==> src/rtl/slr_pkg.sv <==
// ----------------------------------------------------------------------------
// slr_pkg
// Shared types and constants of the stereo linear resampler.
// ----------------------------------------------------------------------------
`timescale 1ns / 1ps
`default_nettype none

package slr_pkg;

  localparam int unsigned SAMPLE_W     = 16;
  localparam int unsigned FRAC_BITS    = 32;
  localparam int unsigned PHASE_W      = 37;
  localparam int unsigned MAX_UP_RATIO = 64;
  localparam int unsigned CNT_W        = $clog2(MAX_UP_RATIO);
  localparam int unsigned CFG_IDX_W    = 1;
  localparam int unsigned CFG_DATA_W   = 37;
  localparam int unsigned DIFF_W       = SAMPLE_W + 1;
  localparam int unsigned PROD_W       = DIFF_W + FRAC_BITS + 1;
  localparam int unsigned OFF_W        = PROD_W - FRAC_BITS;

  localparam logic [PHASE_W-1:0] PHASE_ONE  = PHASE_W'(1) << FRAC_BITS;
  localparam logic [PHASE_W-1:0] STEP_MIN   = PHASE_ONE / MAX_UP_RATIO;
  localparam logic [PHASE_W-1:0] STEP_MAX   = PHASE_ONE << 4;
  localparam logic [PHASE_W-1:0] STEP_RESET = PHASE_ONE;

  typedef logic signed [SAMPLE_W-1:0] sample_t;

  typedef enum logic [CFG_IDX_W-1:0] {
    CFG_PHASE_STEP  = 1'b0,
    CFG_PASSTHROUGH = 1'b1
  } cfg_idx_e;

  typedef enum logic [1:0] {
    ST_IDLE,
    ST_RUN,
    ST_PASS
  } state_e;

  // one emitted frame entering the lanes
  typedef struct packed {
    logic valid;
    logic last;
  } issue_t;

endpackage

`default_nettype wire

==> src/rtl/slr_in_if.sv <==
// ----------------------------------------------------------------------------
// slr_in_if
// Input frame channel: valid/ready handshake with a stereo sample pair.
// ----------------------------------------------------------------------------
`timescale 1ns / 1ps
`default_nettype none

interface slr_in_if;
  logic             valid;
  logic             ready;
  slr_pkg::sample_t left_sample;
  slr_pkg::sample_t right_sample;

  modport source (output valid, output left_sample, output right_sample, input ready);
  modport sink   (input valid, input left_sample, input right_sample, output ready);
endinterface

`default_nettype wire

==> src/rtl/slr_out_if.sv <==
// ----------------------------------------------------------------------------
// slr_out_if
// Output frame channel: valid/ready handshake with interpolated frame and flag.
// ----------------------------------------------------------------------------
`timescale 1ns / 1ps
`default_nettype none

interface slr_out_if;
  logic             valid;
  logic             ready;
  slr_pkg::sample_t left_out;
  slr_pkg::sample_t right_out;
  logic             last_of_run;

  modport source (output valid, output left_out, output right_out, output last_of_run,
                  input ready);
  modport sink   (input valid, input left_out, input right_out, input last_of_run,
                  output ready);
endinterface

`default_nettype wire

==> src/rtl/stereo_linear_resampler.sv <==
// ----------------------------------------------------------------------------
// stereo_linear_resampler
// Linear-interpolation sample-rate converter for 16-bit stereo frames with a
// 5.32 phase accumulator, two interpolation lanes and a merged output stage.
// ----------------------------------------------------------------------------
//   channel   direction  handshake         payload
//   frame_i   in         valid/ready       left_sample, right_sample
//   frame_o   out        valid/ready       left_out, right_out, last_of_run
//   cfg       in         cfg_we_i only     cfg_idx_i, cfg_data_i
//
// Each input frame emits n output frames, with n from 0 to 64; outside
// passthrough, the priming frame after reset emits none.
// The phase sequencer issues one frame per cycle to both lanes while output is not stalled.
// A result passes the lane product register, then the output register.
// A stalled output register holds both lanes and the frame the sequencer issues.
// Reset is asynchronous, active low; no clearing pass is needed.
// ----------------------------------------------------------------------------
`timescale 1ns / 1ps
`default_nettype none

module stereo_linear_resampler (
  input  logic                              clk_i,
  input  logic                              rst_ni,
  input  logic                              cfg_we_i,
  input  logic [slr_pkg::CFG_IDX_W-1:0]     cfg_idx_i,
  input  logic [slr_pkg::CFG_DATA_W-1:0]    cfg_data_i,
  slr_in_if.sink                            frame_i,
  slr_out_if.source                         frame_o
);

  slr_pkg::state_e                 state_q, state_d;
  logic [slr_pkg::PHASE_W-1:0]     step_q, step_d;
  logic                            pass_q, pass_d;
  slr_pkg::sample_t                prev_l_q, prev_l_d, prev_r_q, prev_r_d;
  slr_pkg::sample_t                cur_l_q, cur_l_d, cur_r_q, cur_r_d;
  logic [slr_pkg::PHASE_W-1:0]     phase_q, phase_d;
  logic                            primed_q, primed_d;
  logic [slr_pkg::CNT_W-1:0]       cnt_q, cnt_d;

  logic                            in_ready;
  logic                            in_take;
  logic                            adv;
  logic [slr_pkg::PHASE_W-1:0]     phase_sum;
  logic                            phase_ge_one;
  logic                            sum_ge_one;
  logic                            run_last;
  slr_pkg::issue_t                 issue;
  slr_pkg::sample_t                lane_l_a, lane_r_a;
  logic [slr_pkg::FRAC_BITS-1:0]   lane_frac;
  slr_pkg::sample_t                lane_l_y, lane_r_y;

  assign frame_i.ready = in_ready;
  assign in_take       = frame_i.valid && in_ready;

  // phase arithmetic
  assign phase_sum    = phase_q + step_q;
  assign phase_ge_one = phase_q >= slr_pkg::PHASE_ONE;
  assign sum_ge_one   = phase_sum >= slr_pkg::PHASE_ONE;
  assign run_last     = sum_ge_one
                        || (cnt_q == slr_pkg::CNT_W'(slr_pkg::MAX_UP_RATIO - 1));

  // configuration writes, step clamped to its range
  always_comb begin
    step_d = step_q;
    pass_d = pass_q;
    if (cfg_we_i) begin
      unique case (slr_pkg::cfg_idx_e'(cfg_idx_i))
        slr_pkg::CFG_PHASE_STEP: begin
          if (cfg_data_i < slr_pkg::STEP_MIN) begin
            step_d = slr_pkg::STEP_MIN;
          end else if (cfg_data_i > slr_pkg::STEP_MAX) begin
            step_d = slr_pkg::STEP_MAX;
          end else begin
            step_d = cfg_data_i;
          end
        end
        slr_pkg::CFG_PASSTHROUGH: pass_d = cfg_data_i[0];
        default: ;
      endcase
    end
  end

  // sequencer next state
  always_comb begin
    state_d = state_q;
    unique case (state_q)
      slr_pkg::ST_IDLE: begin
        if (in_take) begin
          if (pass_q) begin
            state_d = slr_pkg::ST_PASS;
          end else if (primed_q) begin
            state_d = slr_pkg::ST_RUN;
          end
        end
      end
      slr_pkg::ST_PASS: begin
        if (adv) state_d = slr_pkg::ST_IDLE;
      end
      slr_pkg::ST_RUN: begin
        if (phase_ge_one || (adv && run_last)) state_d = slr_pkg::ST_IDLE;
      end
      default: state_d = slr_pkg::ST_IDLE;
    endcase
  end

  // sequencer outputs and datapath updates
  always_comb begin
    in_ready  = 1'b0;
    issue     = '0;
    lane_l_a  = prev_l_q;
    lane_r_a  = prev_r_q;
    lane_frac = phase_q[slr_pkg::FRAC_BITS-1:0];
    prev_l_d  = prev_l_q;
    prev_r_d  = prev_r_q;
    cur_l_d   = cur_l_q;
    cur_r_d   = cur_r_q;
    phase_d   = phase_q;
    primed_d  = primed_q;
    cnt_d     = cnt_q;
    unique case (state_q)
      slr_pkg::ST_IDLE: begin
        in_ready = 1'b1;
        if (in_take) begin
          cur_l_d = frame_i.left_sample;
          cur_r_d = frame_i.right_sample;
          cnt_d   = '0;
          // passthrough and the priming frame both store it at once
          if (pass_q || !primed_q) begin
            prev_l_d = frame_i.left_sample;
            prev_r_d = frame_i.right_sample;
            primed_d = 1'b1;
          end
        end
      end
      slr_pkg::ST_PASS: begin
        // both ends equal and zero fraction give the frame unchanged
        lane_l_a  = cur_l_q;
        lane_r_a  = cur_r_q;
        lane_frac = '0;
        issue     = '{valid: 1'b1, last: 1'b1};
      end
      slr_pkg::ST_RUN: begin
        if (phase_ge_one) begin
          // downsampling skip, no frame emitted
          phase_d  = phase_q - slr_pkg::PHASE_ONE;
          prev_l_d = cur_l_q;
          prev_r_d = cur_r_q;
        end else begin
          issue = '{valid: 1'b1, last: run_last};
          if (adv) begin
            cnt_d = cnt_q + 1'b1;
            if (run_last) begin
              phase_d  = sum_ge_one ? phase_sum - slr_pkg::PHASE_ONE : '0;
              prev_l_d = cur_l_q;
              prev_r_d = cur_r_q;
            end else begin
              phase_d = phase_sum;
            end
          end
        end
      end
      default: ;
    endcase
  end

  // control and configuration registers
  always_ff @(posedge clk_i or negedge rst_ni) begin
    if (!rst_ni) begin
      state_q  <= slr_pkg::ST_IDLE;
      step_q   <= slr_pkg::STEP_RESET;
      pass_q   <= 1'b1;
      prev_l_q <= '0;
      prev_r_q <= '0;
      phase_q  <= '0;
      primed_q <= 1'b0;
      cnt_q    <= '0;
    end else begin
      state_q  <= state_d;
      step_q   <= step_d;
      pass_q   <= pass_d;
      prev_l_q <= prev_l_d;
      prev_r_q <= prev_r_d;
      phase_q  <= phase_d;
      primed_q <= primed_d;
      cnt_q    <= cnt_d;
    end
  end

  // current frame holding register
  always_ff @(posedge clk_i) begin
    cur_l_q <= cur_l_d;
    cur_r_q <= cur_r_d;
  end

  // left and right interpolation lanes
  slr_lane u_lane_left (
    .clk_i    (clk_i),
    .en_i     (adv),
    .prev_i   (lane_l_a),
    .cur_i    (cur_l_q),
    .frac_i   (lane_frac),
    .sample_o (lane_l_y)
  );

  slr_lane u_lane_right (
    .clk_i    (clk_i),
    .en_i     (adv),
    .prev_i   (lane_r_a),
    .cur_i    (cur_r_q),
    .frac_i   (lane_frac),
    .sample_o (lane_r_y)
  );

  // output frame assembly
  slr_merge u_merge (
    .clk_i   (clk_i),
    .rst_ni  (rst_ni),
    .issue_i (issue),
    .left_i  (lane_l_y),
    .right_i (lane_r_y),
    .adv_o   (adv),
    .frame_o (frame_o)
  );

endmodule

`default_nettype wire

==> src/rtl/slr_lane.sv <==
// ----------------------------------------------------------------------------
// slr_lane
// One channel interpolator: a + floor((b - a) * frac / 2^FRAC_BITS).
// ----------------------------------------------------------------------------
`timescale 1ns / 1ps
`default_nettype none

module slr_lane (
  input  logic                           clk_i,
  input  logic                           en_i,
  input  slr_pkg::sample_t               prev_i,
  input  slr_pkg::sample_t               cur_i,
  input  logic [slr_pkg::FRAC_BITS-1:0]  frac_i,
  output slr_pkg::sample_t               sample_o
);

  logic signed [slr_pkg::DIFF_W-1:0] diff;
  logic signed [slr_pkg::PROD_W-1:0] prod_d;
  logic signed [slr_pkg::PROD_W-1:0] prod_q;
  slr_pkg::sample_t                  base_q;
  logic signed [slr_pkg::OFF_W-1:0]  off;
  logic signed [slr_pkg::OFF_W-1:0]  sum;

  // difference and product against the unsigned fraction
  assign diff   = {cur_i[slr_pkg::SAMPLE_W-1], cur_i} - {prev_i[slr_pkg::SAMPLE_W-1], prev_i};
  assign prod_d = slr_pkg::PROD_W'(diff) * $signed({1'b0, frac_i});

  // product register
  always_ff @(posedge clk_i) begin
    if (en_i) begin
      prod_q <= prod_d;
      base_q <= prev_i;
    end
  end

  // arithmetic shift gives the floor, result always lies between the samples
  assign off      = prod_q[slr_pkg::PROD_W-1:slr_pkg::FRAC_BITS];
  assign sum      = {{(slr_pkg::OFF_W - slr_pkg::SAMPLE_W){base_q[slr_pkg::SAMPLE_W-1]}}, base_q}
                    + off;
  assign sample_o = sum[slr_pkg::SAMPLE_W-1:0];

endmodule

`default_nettype wire

==> src/rtl/slr_merge.sv <==
// ----------------------------------------------------------------------------
// slr_merge
// Joins the two lane results with the frame flags into the output register.
// ----------------------------------------------------------------------------
`timescale 1ns / 1ps
`default_nettype none

module slr_merge (
  input  logic              clk_i,
  input  logic              rst_ni,
  input  slr_pkg::issue_t   issue_i,
  input  slr_pkg::sample_t  left_i,
  input  slr_pkg::sample_t  right_i,
  output logic              adv_o,
  slr_out_if.source         frame_o
);

  slr_pkg::issue_t  s1_q;
  logic             out_v_q;
  slr_pkg::sample_t left_q;
  slr_pkg::sample_t right_q;
  logic             last_q;

  // pipeline moves whenever the output register is free or drained
  assign adv_o = !out_v_q || frame_o.ready;

  // control flags beside the lane product stage and the output register
  always_ff @(posedge clk_i or negedge rst_ni) begin
    if (!rst_ni) begin
      s1_q    <= '0;
      out_v_q <= 1'b0;
    end else if (adv_o) begin
      s1_q    <= issue_i;
      out_v_q <= s1_q.valid;
    end
  end

  // output payload
  always_ff @(posedge clk_i) begin
    if (adv_o) begin
      left_q  <= left_i;
      right_q <= right_i;
      last_q  <= s1_q.last;
    end
  end

  assign frame_o.valid       = out_v_q;
  assign frame_o.left_out    = left_q;
  assign frame_o.right_out   = right_q;
  assign frame_o.last_of_run = last_q;

endmodule

`default_nettype wire

==> src/flat_wrapper.sv <==
// flat-port wrapper written by rule: the top's interface ports become plain ports
module stereo_linear_resampler_flat 
  (clk_i, rst_ni, cfg_we_i, cfg_idx_i, cfg_data_i, frame_i_valid, frame_i_left_sample, frame_i_right_sample, frame_i_ready, frame_o_valid, frame_o_left_out, frame_o_right_out, frame_o_last_of_run, frame_o_ready);
  slr_in_if frame_i_i ();
  slr_out_if frame_o_i ();
  input  logic clk_i;
  input  logic rst_ni;
  input  logic cfg_we_i;
  input  logic [slr_pkg::CFG_IDX_W-1:0] cfg_idx_i;
  input  logic [slr_pkg::CFG_DATA_W-1:0] cfg_data_i;
  input wire logic [$bits(frame_i_i.valid)-1:0] frame_i_valid;
  input wire logic [$bits(frame_i_i.left_sample)-1:0] frame_i_left_sample;
  input wire logic [$bits(frame_i_i.right_sample)-1:0] frame_i_right_sample;
  output wire logic [$bits(frame_i_i.ready)-1:0] frame_i_ready;
  output wire logic [$bits(frame_o_i.valid)-1:0] frame_o_valid;
  output wire logic [$bits(frame_o_i.left_out)-1:0] frame_o_left_out;
  output wire logic [$bits(frame_o_i.right_out)-1:0] frame_o_right_out;
  output wire logic [$bits(frame_o_i.last_of_run)-1:0] frame_o_last_of_run;
  input wire logic [$bits(frame_o_i.ready)-1:0] frame_o_ready;
  assign frame_i_i.valid = frame_i_valid;
  assign frame_i_i.left_sample = frame_i_left_sample;
  assign frame_i_i.right_sample = frame_i_right_sample;
  assign frame_i_ready = frame_i_i.ready;
  assign frame_o_valid = frame_o_i.valid;
  assign frame_o_left_out = frame_o_i.left_out;
  assign frame_o_right_out = frame_o_i.right_out;
  assign frame_o_last_of_run = frame_o_i.last_of_run;
  assign frame_o_i.ready = frame_o_ready;
  stereo_linear_resampler u_core (.clk_i(clk_i), .rst_ni(rst_ni), .cfg_we_i(cfg_we_i), .cfg_idx_i(cfg_idx_i), .cfg_data_i(cfg_data_i), .frame_i(frame_i_i), .frame_o(frame_o_i));
endmodule
==> config.mk <==
export PLATFORM = sky130hd
export DESIGN_NAME = stereo_linear_resampler_flat
export DESIGN_NICKNAME = d
export VERILOG_FILES = /design/src/rtl/slr_pkg.sv /design/src/rtl/slr_in_if.sv /design/src/rtl/slr_out_if.sv /design/src/rtl/stereo_linear_resampler.sv /design/src/rtl/slr_lane.sv /design/src/rtl/slr_merge.sv /design/src/flat_wrapper.sv
export SDC_FILE = /design/constraint.sdc
export NUM_CORES = 2
export LEC_CHECK = 0
export BUFFER_PORTS_ARGS = -buffer_cell sky130_fd_sc_hd__buf_2
export CAP_MARGIN = 25
export CORE_ASPECT_RATIO = 0.75
export CORE_MARGIN = 5
export CORE_UTILIZATION = 25
export DETAILED_ROUTE_END_ITERATION = 7
export HOLD_SLACK_MARGIN = 0.06
export PLACE_DENSITY = 0.44
export RECOVER_POWER = 25
export SLEW_MARGIN = 20
export SYNTH_ARGS = -nofsm -noshare
export SYNTH_HDL_FRONTEND = slang
export SYNTH_SLANG_ARGS = --single-unit
export TNS_END_PERCENT = 100
==> constraint.sdc <==
create_clock -name clk_i -period 26.9 [get_ports clk_i]
set_input_delay 4.035 -clock clk_i [delete_from_list [all_inputs] [get_ports clk_i]]
set_output_delay 4.035 -clock clk_i [all_outputs]
set_load 0.03 [all_outputs]
# Word level (Yosys, flattened, before mapping)
# Index checks and enable logic that the tools add are counted.
# word_totals
reg_bits	312
latchBits	0
ramBits	0
romBits	0
inputBits	75
memories	0
# op_classes
addsub	8
mul	2
div	0
order_cmp	4
n_eq_ne	12
n_shift	0
muxes	34
n_bitwise	1
reduce_logical	19
# op_table
op	count
$mux W37	6
$mux W16	12
$mul A17 B33 Y48	2
$ge A37 B33 Y1 const B	2
$sub A37 B33 Y37 const B	2
$pmux W16 S2	2
$add A37 B37 Y37	1
$gt A37 B37 Y1 const B	1
$lt A37 B27 Y1 const B	1
$sub A16 B16 Y17	2
$add A16 B16 Y16	2
$mux W32	1
$mux W6	3
$mux W2	6
$pmux W6 S2	1
$ne A2 B1 Y1 const B	5
$ne A3 B1 Y1 const B	3
$reduce_and A2 Y1	4
$reduce_and A4 Y1	2
$add A6 B1 Y6 const B	1
$eq A6 B6 Y1 const B	1
$pmux W2 S3	1
$reduce_and A5 Y1	1
$logic_or A1 B1 Y1	4
other kinds (11)	14

# Longest topological paths before layout
# depth
word_depth	7
mapped_depth	44

# Hierarchy
# From an unflattened synthesis, not the netlist that was laid out.
# hier_totals
hier_cells	5392
area_unflattened_um2	49545.0
# by_module_without_submodules
module	n_inst	cells_each	area_per_inst_um2
slr_lane (u_core.u_lane_left)	1	2239	19683.9
slr_lane (u_core.u_lane_right)	1	2191	19312.3
stereo_linear_resampler	1	922	9431.5
slr_merge	1	40	1117.3

# Least setup slack after synthesis
# Ideal clock, no wire load.
# synth_path
path_type	register -> register
from	reg u_core.state_q[0]
to	reg u_core.u_lane_left.prod_q[45] in the netlist's numbering, data pin
t_arrival_ns	10.843
required_ns	26.642
path_slack_ns	15.799
stages_incl_launch_ff	42
n_path_buf	5
path_cell_list	dfrtp_1 inv_1 ha_1 clkbuf_1 clkbuf_1 clkbuf_1 clkbuf_1 clkbuf_1 mux2i_1 ha_1 nor2b_1 o21ai_0 a31oi_1 o22ai_1 o31ai_1 o22ai_1 o31ai_1 a211oi_1 [... 6 more ...] fa_1 fa_1 fa_1 inv_1 fa_1 inv_1 ha_1 a21o_1 a21o_1 a221o_1 a211o_1 o211ai_1 a31oi_1 a221o_1 and2_1 o21ai_0 nand2b_1 xor2_1
# synth_between
elab_chain_cells	4
# synth_lines
item	line	text
start: declaration	stereo_linear_resampler.sv:31	slr_pkg::state_e state_q, state_d;
start signal: assignment	stereo_linear_resampler.sv:169	state_q <= slr_pkg::ST_IDLE;
start signal: assignment	stereo_linear_resampler.sv:178	state_q <= state_d;
$eq A2 B2 Y1 (*)	stereo_linear_resampler.sv:120	unique case (state_q)
$mux W16	stereo_linear_resampler.sv:120	
$sub A16 B16 Y17	slr_lane.sv:25	assign diff = {cur_i[slr_pkg::SAMPLE_W-1], cur_i} - {prev_i[slr_pkg::SAMPLE_W-1], prev_i};
$mul A17 B33 Y48 (*)	slr_lane.sv:26	assign prod_d = slr_pkg::PROD_W'(diff) * $signed({1'b0, frac_i});
via u_core.u_lane_left.prod_d (one bit)	slr_lane.sv:18	logic signed [slr_pkg::PROD_W-1:0] prod_d;
end signal: assignment	slr_lane.sv:31	prod_q <= prod_d;
end: declaration	slr_lane.sv:19	logic signed [slr_pkg::PROD_W-1:0] prod_q;
# Mark *: on every way through the listed nets, which the timed path passes. The rest lies on a longest branch.
# A chain may end at the register's enable or synchronous reset.

# Worst setup path in the final report
# layout_path
from	reg u_core.state_q[0]
to	reg u_core.u_lane_right.prod_q[47] in the netlist's numbering, data pin
# layout_between
elab_chain_cells	4
# layout_lines
item	line
$eq A2 B2 Y1 (*)	stereo_linear_resampler.sv:120
$mux W16	stereo_linear_resampler.sv:120
$sub A16 B16 Y17	slr_lane.sv:25
$mul A17 B33 Y48 (*)	slr_lane.sv:26
via u_core.u_lane_right.prod_d (one bit)	slr_lane.sv:18
end signal: assignment	slr_lane.sv:31
end: declaration	slr_lane.sv:19
# Marks and branches as above.

==> impl_metrics.py <==
metrics = {
    "run_status": {
        "outcome": "complete, but fails checks",
        "violations": "capacitance limit, slew limit",
    },
    "critical_path": {
        "cp_max_fo": 51,
        "crit_slowest_cell": "clkbuf_1",
        "crit_arrival_ns": 15.06,
        "cp-start-kind": "flop",
        "crit_type": "flop to flop",
        "critPathRequiredTime_ns": 27.34,
        "reg2reg_from": "u_core.state_q[0]",
        "worstReg2RegEnd": "u_core.u_lane_right.prod_q[47]",
        "reg2reg_slack_ns": 12.27,
        "critPathCaptureType": "flop",
        "rr_worst_depth": 34,
        "max_stage_delay_ns": 2.26,
    },
    "global_routing": {
        "track_usage_pct": 16.10,
        "grt_pass1_vias": 40894,
        "antenna_found_initial": 7,
        "grt_pass1_wl_microns": 257800,
        "grt_max_degree": 97,
        "grt_remaining_overflow": 0,
    },
    "synthesis": {
        "synth_area_leaders": "fa_1 (36%), ha_1 (9.7%), inv_1 (9.1%), edfxtp_1 (7.8%), nand2_1 (6.4%)",
        "synth_cell_types": 83,
        "synth_seq_cells": 248,
        "synth.yosys.seq_area_share_pct": 13.81,
        "ys.flop_type": "edfxtp_1",
        "ys_async_sr_fraction_pct": 47.98,
        "avgSynthCellArea_sq_um": 8.696,
        "synthMostInstantiatedCell": "inv_1",
        "synth_edf_count": 129,
        "yosys-top-cells-count": "inv_1 (1,205), fa_1 (901), nand2_1 (852), nor2_1 (473), ha_1 (385)",
        "synth_nets": 7070,
        "synth_cells": 5709,
        "synth_area_sq_mm": 0.04964,
        "ys_warn_count": 0,
        "yosysTopAreaCell": "fa_1",
        "yosysTopAreaCellShare_pct": 36.33,
    },
    "die": {
        "ios": 110,
        "core_area_sq_mm": 0.1972,
        "die_area_sq_mm": 0.2077,
        "die_h_microns": 395.9,
        "die_x_microns": 524.6,
        "rows": 141,
        "initial_core_util_pct": 25.17,
    },
    "timing": {
        "fin_crit_ns": 14.63,
        "finalHoldViolations": 0,
        "setup_viol": 0,
        "slew_violations": 154,
        "period_share_pct": 54.37,
        "fmax_mhz": 68.37,
        "worst_clock_skew_ns": 0.09885,
        "relSlewSlack_pct": -122.9,
        "max_slew.worst_pin.slew_ns": 3.344,
        "rsz0062_at_grt": "false",
        "setup_tns_ns": 0,
    },
    "placement": {
        "gp_congestion": 0.8665,
        "dp_hpwl_microns": 127400,
        "placement.io_buffers": 109,
    },
    "worst_hold_path": {
        "hp-class": "flop to flop",
        "hp-start": "u_core.u_merge.s1_q[1]",
        "min_path_cells": 1,
        "hold_path_end": "u_core.u_merge.frame_o.valid",
    },
    "clock_tree": {
        "cts_tree": "built",
        "root_buffer": "clkbuf_16",
        "clk_latency_ns": 0.68,
        "cts-resized-gates": 0,
        "cts.path.max_buffers": 3,
        "holdBufCountCts": 0,
        "numCtsBuffers": 28,
        "htree_levels": 1,
        "post-cts-setup-buffer-count": 0,
        "cts.reportedPaths.clkPinSlew_ns": 0.08,
        "clock_sinks": 248,
    },
    "detailed_routing": {
        "met3_length_microns": 14210,
        "dr_wl_met2_microns": 69830,
        "route.antenna.remaining_nets": 0,
        "avgRoutedWirePerCell_microns": 20.09,
        "via_per_inst": 4.652,
        "drtPass1Iterations": 7,
        "drt_iter0_drc": 2456,
        "drc": 0,
        "top_layer_used": "met5",
        "drt_wl_total_microns": 167700,
        "met1_length_microns": 79700,
        "vias": 38824,
    },
    "finish": {
        "multi_input_area_sq_mm": 0.03754,
        "ff_latch_area_sq_mm": 0.006854,
        "drive_gt1_share_pct": 6.177,
        "area_delta_synth_final_pct": 9.827,
        "num-fill-cells": 21383,
        "layout.nets": 7038,
    },
    "flow_run": {
        "drv_cap": 3,
    },
}
## per-layer routing
metal  vias up  GRT usage (%)
met1     19751          23.44
met2      1092          23.89
li1      17778              -
met3       199          4.389
met4         4          3.169
met5         -              0
## area by class of cell
| cell class | instances | share of cell area (%) |
|---|---|---|
| tap | 2645 | 6.070 |
| sequential | 248 | 12.57 |
| multi-input combinational | 3972 | 68.86 |
| timing repair buffer | 222 | 2.492 |
| clock buffer | 30 | 1.317 |
| clock inverter | 22 | 0.3878 |
| antenna | 1 | 0.004590 |
| inverter | 1205 | 8.301 |
## worst max-delay path, delay by kind of cell, from the launching register on
kind	cells	cell delay [ns]
flip-flops	1	0.40
buffers and inverters	7	3.42
XOR/XNOR	2	0.94
AO/OA/AOI/OAI	9	2.21
adder cells (fa/ha/maj)	8	5.23
AND/OR/NAND/NOR	8	2.18
## cells in the final DEF, fill, tap and decap left out, types with 13 or more instances in the layout
cell type	netlist	layout
inv_1	1205	1204
fa_1	901	901
nand2_1	852	850
nor2_1	473	469
ha_1	385	383
a21oi_1	171	171
edfxtp_1	129	129
dfrtp_1	117	117
buf_4	2	110
o21ai_0	106	106
nand3_1	104	104
nor3_1	98	97
a21o_1	80	79
buf_2	5	78
o31ai_1	78	77
xnor2_1	77	67
mux2i_1	62	62
a22o_1	40	40
and2_1	39	38
or4_1	34	34
clkbuf_1	258	33
nor2b_1	60	32
nor4_1	31	31
xor2_1	38	28
clkbuf_16	0	28
a31oi_1	25	24
or3_1	24	24
and3_1	24	23
o21a_1	23	23
nand2b_1	22	22
nor2b_2	0	22
nand4_1	19	19
o211ai_1	16	16
or2_2	14	15
a211oi_1	15	13
## flip-flops by register name (all words and copies together), names as in the netlist
name / cells
u_core.phase_q: 37
u_core.step_q: 37
u_core.cur_l_q: 16
u_core.cur_r_q: 16
u_core.prev_l_q: 16
u_core.prev_r_q: 16
u_core.u_lane_left.base_q: 16
u_core.u_lane_left.prod_q: 16
u_core.u_lane_right.base_q: 16
u_core.u_lane_right.prod_q: 16
u_core.u_merge.frame_o.left_out: 16
u_core.u_merge.frame_o.right_out: 16
u_core.cnt_q: 6
u_core.state_q: 2
u_core.u_merge.s1_q: 2
u_core.pass_q: 1
u_core.primed_q: 1
u_core.u_merge.frame_o.last_of_run: 1
u_core.u_merge.frame_o.valid: 1
## cells by family after synthesis
family	after synthesis	synth area share, %
xor gates and xnor gates	115	2.029
DFF	248	13.81
adders and majority gates	1286	46.04
AOI/OAI and AO/OA	672	9.164
and+or+nand+nor	1822	16.01
muxes	77	1.590
buffers and inverters	1489	11.36
## metrics by stage
| step | setup WS (ns) | utilization [%] | instances | hold WS (ns) | cell area (sq um) |
|---|---|---|---|---|---|
| after floorplan | 15.80 | - | 5709 | 0.4247 | 49640 |
| after global placement | 14.98 | 27.19 | 8290 | 0.4564 | 53630 |
| after detailed placement | 14.97 | 27.20 | 8291 | 0.4612 | 53640 |
| after CTS | 14.89 | 27.67 | 8343 | 0.4709 | 54570 |
| after global routing | 11.03 | 27.64 | 8344 | 0.5070 | 54520 |
| final | 12.27 | 27.64 | 8345 | 0.4634 | 54520 |
## worst max path at each step
| stage | end | cells after the start | slack (ns) | from |
|---|---|---|---|---|
| finish | u_core.u_lane_right.prod_q[47] | 34 | 12.27 | u_core.state_q[0] |
| global route | u_core.u_lane_right.prod_q[47] | 34 | 11.03 | u_core.state_q[0] |
| CTS | u_core.u_lane_left.prod_q[45] | 36 | 14.89 | u_core.state_q[0] |
| detailed placement | u_core.u_lane_left.prod_q[45] | 36 | 14.97 | u_core.state_q[0] |
| global placement | u_core.u_lane_left.prod_q[45] | 36 | 14.98 | u_core.state_q[0] |
| floorplan | u_core.u_lane_left.prod_q[45] | 41 | 15.80 | u_core.state_q[0] |
Power is not shown: default switching activity piles up to over one toggle a cycle in this logic, so the estimate is an artifact.
